File: src/rtl/led_scanner_eye_sweep_assert.svh
// assertion macros for the led scanner block
// no dependencies; taken in by the modules that check their own logic
`ifndef LED_SCANNER_EYE_SWEEP_ASSERT_SVH
`define LED_SCANNER_EYE_SWEEP_ASSERT_SVH
`ifndef SYNTHESIS
`define LSE_ASSERT(lbl, clk, rst, prop, msg) \
   lbl: assert property (@(posedge clk) disable iff (rst) prop) else $error(msg);
`define LSE_ASSERT_NR(lbl, clk, prop, msg) \
   lbl: assert property (@(posedge clk) prop) else $error(msg);
`else
`define LSE_ASSERT(lbl, clk, rst, prop, msg)
`define LSE_ASSERT_NR(lbl, clk, prop, msg)
`endif
`endif

File: src/rtl/lse_pkg.sv
// shared types, codes and helper functions for the led scanner
// no dependencies
package lse_pkg;

   localparam int STRIP_LEDS_DEF = 16;
   localparam int CSR_ADDR_W     = 5;
   localparam int CSR_DATA_W     = 32;

   // register indexes
   localparam logic [2:0] REG_EYE_RED    = 3'd0;
   localparam logic [2:0] REG_EYE_GREEN  = 3'd1;
   localparam logic [2:0] REG_EYE_BLUE   = 3'd2;
   localparam logic [2:0] REG_EYE_WIDTH  = 3'd3;
   localparam logic [2:0] REG_STEP_WAIT  = 3'd4;
   localparam logic [2:0] REG_SWEEP_WAIT = 3'd5;

   // sweep kinds
   localparam logic [1:0] KIND_R2L = 2'd0;
   localparam logic [1:0] KIND_L2R = 2'd1;
   localparam logic [1:0] KIND_O2C = 2'd2;
   localparam logic [1:0] KIND_C2O = 2'd3;

   // wait phases
   localparam logic [1:0] PH_FRAME = 2'd0;
   localparam logic [1:0] PH_STEP  = 2'd1;
   localparam logic [1:0] PH_SWEEP = 2'd2;

   // datapath operations
   localparam logic [3:0] OP_NONE       = 4'd0;
   localparam logic [3:0] OP_LOAD       = 4'd1;
   localparam logic [3:0] OP_START      = 4'd2;
   localparam logic [3:0] OP_FRAME      = 4'd3;
   localparam logic [3:0] OP_DEC        = 4'd4;
   localparam logic [3:0] OP_ADVANCE    = 4'd5;
   localparam logic [3:0] OP_SWEEP_WAIT = 4'd6;
   localparam logic [3:0] OP_ENTER_OK   = 4'd7;
   localparam logic [3:0] OP_NEXT_SWEEP = 4'd8;
   localparam logic [3:0] OP_PIXEL      = 4'd9;
   localparam logic [3:0] OP_DONE       = 4'd10;

   typedef struct packed {
      logic [7:0] eye_red;
      logic [7:0] eye_green;
      logic [7:0] eye_blue;
      logic [5:0] eye_width;
      logic [7:0] step_wait;
      logic [7:0] sweep_wait;
   } cfg_type;

   typedef struct packed {
      logic [3:0] op;
   } ctl_cmd_type;

   typedef struct packed {
      logic       item_cmd;
      logic       item_abort;
      logic       busy;
      logic [1:0] phase;
      logic       count_gt1;
      logic       adv_ok;
      logic       start_ok;
      logic       sweep_wait_nz;
      logic       last_sweep;
      logic       last_pix;
      logic       out_free;
   } ctl_status_type;

   function automatic logic [1:0] sweep_kind(input logic [2:0] num);
      logic [1:0] k;
      case (num)
         3'd0:    k = KIND_R2L;
         3'd1:    k = KIND_L2R;
         3'd2:    k = KIND_O2C;
         3'd3:    k = KIND_C2O;
         3'd4:    k = KIND_L2R;
         3'd5:    k = KIND_R2L;
         3'd6:    k = KIND_O2C;
         default: k = KIND_C2O;
      endcase
      return k;
   endfunction

   // exact x/10 for 8-bit x
   function automatic logic [7:0] div10(input logic [7:0] x);
      logic [15:0] pr;
      pr = 16'(x) * 16'd205;
      return {3'b000, pr[15:11]};
   endfunction

endpackage

File: src/rtl/lse_csr.sv
// configuration register file of the led scanner, apb-style access
// depends on lse_pkg
module lse_csr (
   input  logic                           clock,
   input  logic                           reset,
   input  logic                           csr_psel,
   input  logic                           csr_penable,
   input  logic                           csr_pwrite,
   input  logic [lse_pkg::CSR_ADDR_W-1:0] csr_paddr,
   input  logic [lse_pkg::CSR_DATA_W-1:0] csr_pwdata,
   output logic [lse_pkg::CSR_DATA_W-1:0] csr_prdata,
   output logic                           csr_pready,
   output lse_pkg::cfg_type               cfg
);

   lse_pkg::cfg_type cfg_ff, cfg_in;
   logic [2:0]       idx;
   logic             wr;

   assign idx        = csr_paddr[4:2];
   assign wr         = csr_psel & csr_penable & csr_pwrite;
   assign csr_pready = 1'b1;
   assign cfg        = cfg_ff;

   always_comb begin
      cfg_in = cfg_ff;
      if (wr) begin
         case (idx)
            lse_pkg::REG_EYE_RED:    cfg_in.eye_red    = csr_pwdata[7:0];
            lse_pkg::REG_EYE_GREEN:  cfg_in.eye_green  = csr_pwdata[7:0];
            lse_pkg::REG_EYE_BLUE:   cfg_in.eye_blue   = csr_pwdata[7:0];
            lse_pkg::REG_EYE_WIDTH:  cfg_in.eye_width  = csr_pwdata[5:0];
            lse_pkg::REG_STEP_WAIT:  cfg_in.step_wait  = csr_pwdata[7:0];
            lse_pkg::REG_SWEEP_WAIT: cfg_in.sweep_wait = csr_pwdata[7:0];
            default: ;
         endcase
      end
   end

   always_comb begin
      case (idx)
         lse_pkg::REG_EYE_RED:    csr_prdata = 32'(cfg_ff.eye_red);
         lse_pkg::REG_EYE_GREEN:  csr_prdata = 32'(cfg_ff.eye_green);
         lse_pkg::REG_EYE_BLUE:   csr_prdata = 32'(cfg_ff.eye_blue);
         lse_pkg::REG_EYE_WIDTH:  csr_prdata = 32'(cfg_ff.eye_width);
         lse_pkg::REG_STEP_WAIT:  csr_prdata = 32'(cfg_ff.step_wait);
         lse_pkg::REG_SWEEP_WAIT: csr_prdata = 32'(cfg_ff.sweep_wait);
         default:                 csr_prdata = '0;
      endcase
   end

   always_ff @(posedge clock) begin
      if (reset) begin
         cfg_ff.eye_red    <= 8'd255;
         cfg_ff.eye_green  <= 8'd0;
         cfg_ff.eye_blue   <= 8'd0;
         cfg_ff.eye_width  <= 6'd4;
         cfg_ff.step_wait  <= 8'd10;
         cfg_ff.sweep_wait <= 8'd50;
      end else begin
         cfg_ff <= cfg_in;
      end
   end

endmodule

File: src/rtl/lse_ctrl.sv
// sequencing state machine of the led scanner
// depends on lse_pkg and the assertion macro header
`include "led_scanner_eye_sweep_assert.svh"
module lse_ctrl (
   input  logic                   clock,
   input  logic                   reset,
   input  logic                   req_tvalid,
   output logic                   req_tready,
   input  lse_pkg::ctl_status_type st,
   output lse_pkg::ctl_cmd_type   cmd
);

   localparam logic [2:0] S_IDLE  = 3'd0;
   localparam logic [2:0] S_EVAL  = 3'd1;
   localparam logic [2:0] S_ENTER = 3'd2;
   localparam logic [2:0] S_END   = 3'd3;
   localparam logic [2:0] S_FRAME = 3'd4;
   localparam logic [2:0] S_DONE  = 3'd5;

   logic [2:0] state_ff, state_in;

   assign req_tready = (state_ff == S_IDLE);

   always_comb begin
      state_in = state_ff;
      cmd.op   = lse_pkg::OP_NONE;
      case (state_ff)
         S_IDLE: begin
            if (req_tvalid) begin
               cmd.op   = lse_pkg::OP_LOAD;
               state_in = S_EVAL;
            end
         end
         S_EVAL: begin
            state_in = S_IDLE;
            if (st.item_cmd) begin
               if (!st.busy) begin
                  cmd.op   = lse_pkg::OP_START;
                  state_in = S_ENTER;
               end
            end else if (st.busy) begin
               if (st.phase == lse_pkg::PH_FRAME) begin
                  cmd.op   = lse_pkg::OP_FRAME;
                  state_in = S_FRAME;
               end else if (st.count_gt1) begin
                  cmd.op = lse_pkg::OP_DEC;
               end else if (st.phase != lse_pkg::PH_STEP || st.item_abort) begin
                  state_in = S_END;
               end else if (st.adv_ok) begin
                  cmd.op = lse_pkg::OP_ADVANCE;
               end else if (st.sweep_wait_nz) begin
                  cmd.op = lse_pkg::OP_SWEEP_WAIT;
               end else begin
                  state_in = S_END;
               end
            end
         end
         S_ENTER: begin
            state_in = S_IDLE;
            if (st.start_ok) begin
               cmd.op = lse_pkg::OP_ENTER_OK;
            end else if (st.sweep_wait_nz) begin
               cmd.op = lse_pkg::OP_SWEEP_WAIT;
            end else begin
               state_in = S_END;
            end
         end
         S_END: begin
            if (st.last_sweep) begin
               state_in = S_DONE;
            end else begin
               cmd.op   = lse_pkg::OP_NEXT_SWEEP;
               state_in = S_ENTER;
            end
         end
         S_FRAME: begin
            if (st.out_free) begin
               cmd.op = lse_pkg::OP_PIXEL;
               if (st.last_pix) state_in = S_IDLE;
            end
         end
         S_DONE: begin
            if (st.out_free) begin
               cmd.op   = lse_pkg::OP_DONE;
               state_in = S_IDLE;
            end
         end
         default: state_in = S_IDLE;
      endcase
   end

   always_ff @(posedge clock) begin
      if (reset) begin
         state_ff <= S_IDLE;
      end else begin
         state_ff <= state_in;
      end
   end

   `LSE_ASSERT_NR(a_reset_idle, clock, reset |=> (state_ff == S_IDLE), "not idle after reset")
   `LSE_ASSERT(a_frame_hold, clock, reset, (state_ff == S_FRAME && !st.out_free) |=> (state_ff == S_FRAME), "frame left while output stalled")
   `LSE_ASSERT(a_eval_once, clock, reset, (state_ff == S_EVAL) |=> (state_ff != S_EVAL), "item evaluated twice")
   `LSE_ASSERT(a_last_done, clock, reset, (state_ff == S_END && st.last_sweep) |=> (state_ff == S_DONE), "eighth sweep end without done beat")

endmodule

File: src/rtl/lse_dp.sv
// datapath of the led scanner: sweep state, pixel shading and result register
// depends on lse_pkg and the assertion macro header
`include "led_scanner_eye_sweep_assert.svh"
module lse_dp #(
   parameter int STRIP_LEDS = lse_pkg::STRIP_LEDS_DEF
) (
   input  logic                    clock,
   input  logic                    reset,
   input  lse_pkg::cfg_type        cfg,
   input  lse_pkg::ctl_cmd_type    cmd,
   output lse_pkg::ctl_status_type st,
   input  logic                    item_cmd,
   input  logic                    item_abort,
   output logic                    rsp_tvalid,
   input  logic                    rsp_tready,
   output logic [31:0]             rsp_tdata,
   output logic                    rsp_tlast,
   output logic                    rsp_tuser
);

   localparam int PIX_W = (STRIP_LEDS > 1) ? $clog2(STRIP_LEDS) : 1;
   localparam logic signed [8:0] STRIP_S = 9'(STRIP_LEDS);
   localparam logic [PIX_W-1:0] PIX_LAST = PIX_W'(STRIP_LEDS - 1);
   localparam logic [PIX_W-1:0] PIX_ONE  = PIX_W'(1);

   logic             cmd_ff, abort_ff;
   logic             busy_ff, busy_in;
   logic [2:0]       sweep_ff, sweep_in;
   logic [7:0]       pos_ff, pos_in;
   logic [1:0]       phase_ff, phase_in;
   logic [7:0]       count_ff, count_in;
   logic [PIX_W-1:0] pix_ff, pix_in;

   logic             valid_ff, valid_in;
   logic [5:0]       idx_ff, idx_in;
   logic [7:0]       red_ff, red_in, green_ff, green_in, blue_ff, blue_in;
   logic             last_ff, last_in, done_ff, done_in;

   logic [1:0]        kind;
   logic signed [8:0] width_s, span_s, half_s, pos_s, start_p, adv_p;
   logic signed [8:0] m_s, d1, d2, e1;
   logic              mirror, in1, full1, in2, full2;
   logic [7:0]        dim_r, dim_g, dim_b;

   function automatic logic pos_ok(input logic [1:0] k, input logic signed [8:0] p,
                                   input logic signed [8:0] n, input logic signed [8:0] nh);
      logic ok;
      case (k)
         lse_pkg::KIND_R2L: ok = (p > 9'sd0);
         lse_pkg::KIND_L2R: ok = (p >= 9'sd0) && (p < n - 9'sd2);
         lse_pkg::KIND_O2C: ok = (p >= 9'sd0) && (p <= nh);
         default:           ok = (p >= 9'sd0);
      endcase
      return ok;
   endfunction

   // sweep bounds
   assign kind    = lse_pkg::sweep_kind(sweep_ff);
   assign width_s = signed'({3'b000, cfg.eye_width});
   assign span_s  = STRIP_S - width_s;
   assign half_s  = (span_s + signed'({8'd0, span_s[8]})) >>> 1;
   assign pos_s   = signed'({1'b0, pos_ff});

   always_comb begin
      case (kind)
         lse_pkg::KIND_R2L: start_p = span_s - 9'sd2;
         lse_pkg::KIND_C2O: start_p = half_s;
         default:           start_p = 9'sd0;
      endcase
   end

   assign adv_p = (kind == lse_pkg::KIND_R2L || kind == lse_pkg::KIND_C2O) ?
                  pos_s - 9'sd1 : pos_s + 9'sd1;

   // pixel shading, mirrored eye wins
   assign m_s    = signed'(9'(pix_ff));
   assign e1     = width_s + 9'sd1;
   assign d1     = m_s - pos_s;
   assign d2     = STRIP_S - pos_s - m_s;
   assign mirror = (kind == lse_pkg::KIND_O2C || kind == lse_pkg::KIND_C2O);
   assign in1    = (d1 >= 9'sd0) && (d1 <= e1);
   assign full1  = (d1 >= 9'sd1) && (d1 <= width_s);
   assign in2    = mirror && (d2 >= 9'sd0) && (d2 <= e1);
   assign full2  = (d2 >= 9'sd1) && (d2 <= width_s);
   assign dim_r  = lse_pkg::div10(cfg.eye_red);
   assign dim_g  = lse_pkg::div10(cfg.eye_green);
   assign dim_b  = lse_pkg::div10(cfg.eye_blue);

   // status
   assign st.item_cmd      = cmd_ff;
   assign st.item_abort    = abort_ff;
   assign st.busy          = busy_ff;
   assign st.phase         = phase_ff;
   assign st.count_gt1     = (count_ff > 8'd1);
   assign st.adv_ok        = pos_ok(kind, adv_p, span_s, half_s);
   assign st.start_ok      = pos_ok(kind, start_p, span_s, half_s);
   assign st.sweep_wait_nz = (cfg.sweep_wait != 8'd0);
   assign st.last_sweep    = (sweep_ff == 3'd7);
   assign st.last_pix      = (pix_ff == PIX_LAST);
   assign st.out_free      = !valid_ff || rsp_tready;

   always_comb begin
      busy_in  = busy_ff;
      sweep_in = sweep_ff;
      pos_in   = pos_ff;
      phase_in = phase_ff;
      count_in = count_ff;
      pix_in   = pix_ff;
      valid_in = valid_ff & ~rsp_tready;
      idx_in   = idx_ff;
      red_in   = red_ff;
      green_in = green_ff;
      blue_in  = blue_ff;
      last_in  = last_ff;
      done_in  = done_ff;
      case (cmd.op)
         lse_pkg::OP_START: begin
            busy_in  = 1'b1;
            sweep_in = 3'd0;
         end
         lse_pkg::OP_FRAME: begin
            phase_in = lse_pkg::PH_STEP;
            count_in = cfg.step_wait;
            pix_in   = '0;
         end
         lse_pkg::OP_DEC: count_in = count_ff - 8'd1;
         lse_pkg::OP_ADVANCE: begin
            pos_in   = adv_p[7:0];
            phase_in = lse_pkg::PH_FRAME;
            count_in = 8'd0;
         end
         lse_pkg::OP_SWEEP_WAIT: begin
            pos_in   = 8'd0;
            phase_in = lse_pkg::PH_SWEEP;
            count_in = cfg.sweep_wait;
         end
         lse_pkg::OP_ENTER_OK: begin
            pos_in   = start_p[7:0];
            phase_in = lse_pkg::PH_FRAME;
            count_in = 8'd0;
         end
         lse_pkg::OP_NEXT_SWEEP: sweep_in = sweep_ff + 3'd1;
         lse_pkg::OP_PIXEL: begin
            valid_in = 1'b1;
            idx_in   = 6'(pix_ff);
            last_in  = (pix_ff == PIX_LAST);
            done_in  = 1'b0;
            pix_in   = pix_ff + PIX_ONE;
            if (in2) begin
               red_in   = full2 ? cfg.eye_red   : dim_r;
               green_in = full2 ? cfg.eye_green : dim_g;
               blue_in  = full2 ? cfg.eye_blue  : dim_b;
            end else if (in1) begin
               red_in   = full1 ? cfg.eye_red   : dim_r;
               green_in = full1 ? cfg.eye_green : dim_g;
               blue_in  = full1 ? cfg.eye_blue  : dim_b;
            end else begin
               red_in   = 8'd0;
               green_in = 8'd0;
               blue_in  = 8'd0;
            end
         end
         lse_pkg::OP_DONE: begin
            valid_in = 1'b1;
            idx_in   = 6'd0;
            red_in   = 8'd0;
            green_in = 8'd0;
            blue_in  = 8'd0;
            last_in  = 1'b1;
            done_in  = 1'b1;
            busy_in  = 1'b0;
            sweep_in = 3'd0;
            pos_in   = 8'd0;
            phase_in = lse_pkg::PH_FRAME;
            count_in = 8'd0;
         end
         default: ;
      endcase
   end

   always_ff @(posedge clock) begin
      if (cmd.op == lse_pkg::OP_LOAD) begin
         cmd_ff   <= item_cmd;
         abort_ff <= item_abort;
      end
      idx_ff   <= idx_in;
      red_ff   <= red_in;
      green_ff <= green_in;
      blue_ff  <= blue_in;
      last_ff  <= last_in;
      done_ff  <= done_in;
   end

   always_ff @(posedge clock) begin
      if (reset) begin
         busy_ff  <= 1'b0;
         sweep_ff <= 3'd0;
         pos_ff   <= 8'd0;
         phase_ff <= lse_pkg::PH_FRAME;
         count_ff <= 8'd0;
         pix_ff   <= '0;
         valid_ff <= 1'b0;
      end else begin
         busy_ff  <= busy_in;
         sweep_ff <= sweep_in;
         pos_ff   <= pos_in;
         phase_ff <= phase_in;
         count_ff <= count_in;
         pix_ff   <= pix_in;
         valid_ff <= valid_in;
      end
   end

   assign rsp_tvalid = valid_ff;
   assign rsp_tdata  = {2'b00, blue_ff, green_ff, red_ff, idx_ff};
   assign rsp_tlast  = last_ff;
   assign rsp_tuser  = done_ff;

   `LSE_ASSERT(a_done_idle, clock, reset, (cmd.op == lse_pkg::OP_DONE) |=> (!busy_ff && done_ff && valid_ff), "done beat did not end the sequence")

endmodule

File: src/rtl/led_scanner_eye_sweep.sv
// top level of the led scanner eye sweep block
// depends on lse_pkg, lse_csr, lse_ctrl and lse_dp
//
//   channel   dir   beat contents
//   req_      in    tuser: cmd; tdata[0]: abort
//   rsp_      out   tdata: led_index, pix_red, pix_green, pix_blue; tlast; tuser: done
//   csr_      in    apb-style register access, six registers at 4*i
//
// a tick that draws a frame sends STRIP_LEDS pixel beats, one pixel beat per cycle while the output is not stalled
// a tick that only counts down, steps the eye or is ignored passes through S_EVAL, a start also through S_ENTER
// ending a sweep passes through S_END and S_ENTER for each sweep entered or passed over after it
// after the eighth sweep it goes from S_END to S_DONE, which sends the done beat
// pixel and done beats pause while rsp_tready is low; one beat may wait in the output stage
// synchronous reset, no clearing pass
module led_scanner_eye_sweep #(
   parameter int STRIP_LEDS = lse_pkg::STRIP_LEDS_DEF
) (
   input  logic                           clock,
   input  logic                           reset,
   input  logic                           req_tvalid,
   output logic                           req_tready,
   input  logic [7:0]                     req_tdata,   // [0] abort
   input  logic                           req_tuser,   // [0] cmd
   output logic                           rsp_tvalid,
   input  logic                           rsp_tready,
   output logic [31:0]                    rsp_tdata,   // led_index, red, green, blue
   output logic                           rsp_tlast,
   output logic                           rsp_tuser,   // [0] sequence_done
   input  logic                           csr_psel,
   input  logic                           csr_penable,
   input  logic                           csr_pwrite,
   input  logic [lse_pkg::CSR_ADDR_W-1:0] csr_paddr,
   input  logic [lse_pkg::CSR_DATA_W-1:0] csr_pwdata,
   output logic [lse_pkg::CSR_DATA_W-1:0] csr_prdata,
   output logic                           csr_pready
);

   lse_pkg::cfg_type        cfg;
   lse_pkg::ctl_cmd_type    cmd;
   lse_pkg::ctl_status_type st;

   lse_csr u_csr (
      .clock       (clock),
      .reset       (reset),
      .csr_psel    (csr_psel),
      .csr_penable (csr_penable),
      .csr_pwrite  (csr_pwrite),
      .csr_paddr   (csr_paddr),
      .csr_pwdata  (csr_pwdata),
      .csr_prdata  (csr_prdata),
      .csr_pready  (csr_pready),
      .cfg         (cfg)
   );

   lse_ctrl u_ctrl (
      .clock      (clock),
      .reset      (reset),
      .req_tvalid (req_tvalid),
      .req_tready (req_tready),
      .st         (st),
      .cmd        (cmd)
   );

   lse_dp #(
      .STRIP_LEDS (STRIP_LEDS)
   ) u_dp (
      .clock      (clock),
      .reset      (reset),
      .cfg        (cfg),
      .cmd        (cmd),
      .st         (st),
      .item_cmd   (req_tuser),
      .item_abort (req_tdata[0]),
      .rsp_tvalid (rsp_tvalid),
      .rsp_tready (rsp_tready),
      .rsp_tdata  (rsp_tdata),
      .rsp_tlast  (rsp_tlast),
      .rsp_tuser  (rsp_tuser)
   );

endmodule

File: config.mk
export PLATFORM = sky130hd
export DESIGN_NAME = led_scanner_eye_sweep
export DESIGN_NICKNAME = d
export VERILOG_FILES = /design/src/rtl/lse_pkg.sv /design/src/rtl/lse_csr.sv /design/src/rtl/lse_ctrl.sv /design/src/rtl/lse_dp.sv /design/src/rtl/led_scanner_eye_sweep.sv
export VERILOG_INCLUDE_DIRS = /design/src /design/src/rtl
export SDC_FILE = /design/constraint.sdc
export NUM_CORES = 1
export LEC_CHECK = 0
export ABC_AREA = 1
export BUFFER_PORTS_ARGS = -buffer_cell sky130_fd_sc_hd__buf_4
export CORE_ASPECT_RATIO = 2
export CORE_MARGIN = 8
export CORE_UTILIZATION = 40
export DETAILED_ROUTE_END_ITERATION = 12
export PLACE_DENSITY_LB_ADDON = 0.05
export SLEW_MARGIN = 20
export SYNTH_ARGS = -nofsm -noshare
export SYNTH_HDL_FRONTEND = slang
export SYNTH_SLANG_ARGS = --single-unit
File: constraint.sdc
create_clock -name clock -period 11.4 [get_ports clock]
set_input_delay 2.28 -clock clock [delete_from_list [all_inputs] [get_ports clock]]
set_output_delay 2.28 -clock clock [all_outputs]
set_load 0.02 [all_outputs]
==> reports/results.tsv <==
metric	value	unit
run status	completed	
clock skew after layout	0.00717	ns
largest cells by area after synthesis	ha_1 (24%), dfxtp_1 (13%), inv_1 (8.3%)	
Hold Path Class	reg -> reg	
final clock period utilization by the worst path	54.3	%
Max transition margin	31.4	%
async set-reset flop share out of synthesis	0	%
required time at the endpoint of the critical path	9.12	ns
wire length of the first global-routing pass	52200	µm
class of the most critical setup path	in -> out	
Setup crit end kind	primary output	
number of remaining DRC errors	0	
final slew viol count	0	
initial cell density of the core	40.4	%
switching pwr	444	µW
Area after DPL	0.0122	mm²
CTS tree	yes	
final design utilization	43.7	%
arrival time of data at the critical path endpoint	3.91	ns
cell at the root of the clock tree	clkbuf_16	
Post CTS Setup Buffer Count	0	
length in cells of the worst reg-to-reg path	34	
total die area	0.0349	mm²
post-route ant nets	0	
total congestion overflow after global routing	0	
sum of negative setup slack	0	ns
vias after detailed routing	9927	
I/O pins	122	
worst-case setup margin in the final layout	5.21	ns
Skew-Pair Late Insertion Delay	0.37	ns
Avg Cell Area, Syn	7.65	µm²
Ant. Diodes	0	
floorplan die width	136	µm
count of flip-flops with a built-in enable after synthesis	32	
FMAX	162	MHz
unique cell type count in the Yosys netlist	54	
Std-Cell Rows	88	
initial antenna violation count	0	
fin area	0.0125	mm²
relative contribution of the clock network to total power	27.5	%
Post-Route WL	32200	µm
setup repair after global routing missed its margin	false	
clk sink count	108	
drt first-iter violations	559	
pre-CTS worst setup slack	5.28	ns
Leakage	6.49	nW
total of buffers placed on input and output ports	59	
power density normalized to cell area	94.4	mW/mm²
post-cts resize count	0	
post-detailed-route wirelength per cell	16.8	µm
area share of the largest cell type after synthesis	24.5	%
minimum setup slack among reg-to-reg paths	5.75	ns
Max Cap Violations	0	
commonest cells in the netlist	inv_1 (257), ha_1 (226), nand2_1 (217), a21oi_1 (127), nor2_1 (103)	
Int Pwr	737	µW
CTS hold repair buffers	0	
share of final-layout standard cells stronger than drive strength 1	8.00	%
launch instance of the worst min-delay path	u_dp.sweep_ff[2]	
category of the worst setup path launch point	input pin	
IR Drop Worst-Case VDD	0.0868	mV
Sw Share	37.6	%
number of clock buffers inserted by TritonCTS	9	
number of buffers on the longest clock path	2	
sequential cell fraction of total power	35.5	%
post-synth design cell area	0.0116	mm²
via count of the first global-routing pass	9902	
min cycle time layout	6.19	ns
Min-Delay Path Depth	2	
die height	256	µm
final hold vios	0	
most common flop cell mapped by yosys	dfxtp_1	
number of fill cells in the layout	2961	
layout overhead on the synthesized area	8.26	%
HPWL after DPL	26100	µm
overall fraction of global-route tracks in use	18.8	%
last weighted congestion value of the routability-driven placer	0.881	
Syn. warnings	0	
Setup Viol. Count Final	0	
critical-path maximum fanout	9	
combinational share of power	37.0	%
core footprint	0.0286	mm²
post-synthesis instance total	1511	
first-pass detailed-route iteration total	6	
synthesized flop and latch total	108	
dominant cell type by area after synthesis	ha_1	
destination of the worst hold path	u_dp.sweep_ff[2]	
origin of the critical flop-to-flop path	u_dp.sweep_ff[0]	
largest net degree at the start of global routing	45	
worst reg2reg endpoint	u_dp.count_ff[2]	
total design power	1.18	mW
DR vias/cell	5.16	
clock slew at reported path FFs	0.08	ns
count leader, synth	inv_1	
pin slew with the least headroom to its limit	1.02	ns
H-tree lvl count	3	
share of synthesized area occupied by flip-flops and latches	21.5	%
number of nets in the finished design	1873	
## stage by stage
step	hold WS, ns	instances
after floorplan	0.446	1538
after global placement	0.486	1907
after detailed placement	0.497	1907
after CTS	0.508	1923
after global routing	0.531	1923
final	0.508	1923
## worst max-delay path by stage
| stage | from | cells after the start | to | slack [ns] |
|---|---|---|---|---|
| floorplan | csr_paddr[4] | 3 | csr_prdata[2] | 5.86 |
| global placement | csr_paddr[4] | 5 | csr_prdata[2] | 5.30 |
| detailed placement | csr_paddr[4] | 5 | csr_prdata[2] | 5.28 |
| CTS | csr_paddr[4] | 5 | csr_prdata[2] | 5.28 |
| global route | csr_paddr[4] | 7 | csr_prdata[7] | 5.06 |
| finish | csr_paddr[4] | 5 | csr_prdata[2] | 5.21 |
## power by group through the flow
stage	clock network, mW	registers [mW]	logic [mW]
final	0.324	0.420	0.437
after global routing	0.346	0.421	0.507
after CTS	0.336	0.420	0.440
after detailed placement	0	0.429	0.437
after global placement	0	0.429	0.430
after floorplan	0	0.426	0.328
## area by class of cell
type | count | area, µm² | share of cell area [%]
Clock inverter | 6 | 53.8 | 0.430
Timing Repair Buffer | 64 | 480 | 3.84
Sequential cell | 108 | 2480 | 19.8
Inverter | 265 | 995 | 7.95
Clock buffer | 10 | 229 | 1.83
Tap cell | 360 | 450 | 3.60
Multi-Input combinational cell | 1110 | 7820 | 62.5
## layer usage
layer	track usage [%]	vias up	wire, µm
li1	-	5096	-
met1	24.9	4647	15100
met2	31.3	159	15600
met3	2.55	25	929
met4	4.88	0	541
met5	0	-	0
## critical path, cell delays in order
cell,delay [ns]
buf_4,0.13
nor3_1,0.83
a22oi_1,0.23
o211ai_1,0.23
buf_4,0.21
## cell families after synthesis
| logic type | count (synthesis) | synth area share (%) |
|---|---|---|
| other cells | 2 | 0.0650 |
| compound gates | 279 | 13.8 |
| xor+xnor | 32 | 2.42 |
| simple gates | 508 | 19.8 |
| fa+ha+maj | 262 | 30.7 |
| buf+inv | 320 | 11.7 |
| flops | 108 | 21.5 |
## sequential cells by signal (all words and copies together), names as in the netlist
| name | cells |
|---|---|
| u_dp.red_ff | 8 |
| u_dp.blue_ff | 8 |
| u_dp.cmd_ff | 1 |
| u_ctrl.state_ff | 3 |
| u_dp.green_ff | 8 |
| u_dp.rsp_tuser | 1 |
| u_dp.pos_ff | 8 |
| u_dp.busy_ff | 1 |
| u_dp.rsp_tlast | 1 |
| u_dp.sweep_ff | 3 |
| u_dp.idx_ff | 4 |
| u_dp.count_ff | 8 |
| u_csr.cfg | 46 |
| u_dp.phase_ff | 2 |
| u_dp.rsp_tvalid | 1 |
| u_dp.abort_ff | 1 |
| u_dp.pix_ff | 4 |
## cells in the final DEF (no fill, tap or decap), types with 27 or more instances in the layout
| master | n |
|---|---|
| edfxtp_1 | 32 |
| nor3_1 | 27 |
| dfxtp_1 | 76 |
| ha_1 | 226 |
| a21oi_1 | 127 |
| nor2_1 | 102 |
| inv_1 | 257 |
| o21ai_0 | 84 |
| fa_1 | 36 |
| nand3_1 | 88 |
| nand2_1 | 217 |
| buf_4 | 64 |
| nand4_1 | 30 |
| conb_1 | 29 |
Note: power is estimated with default switching activity, not from simulation.
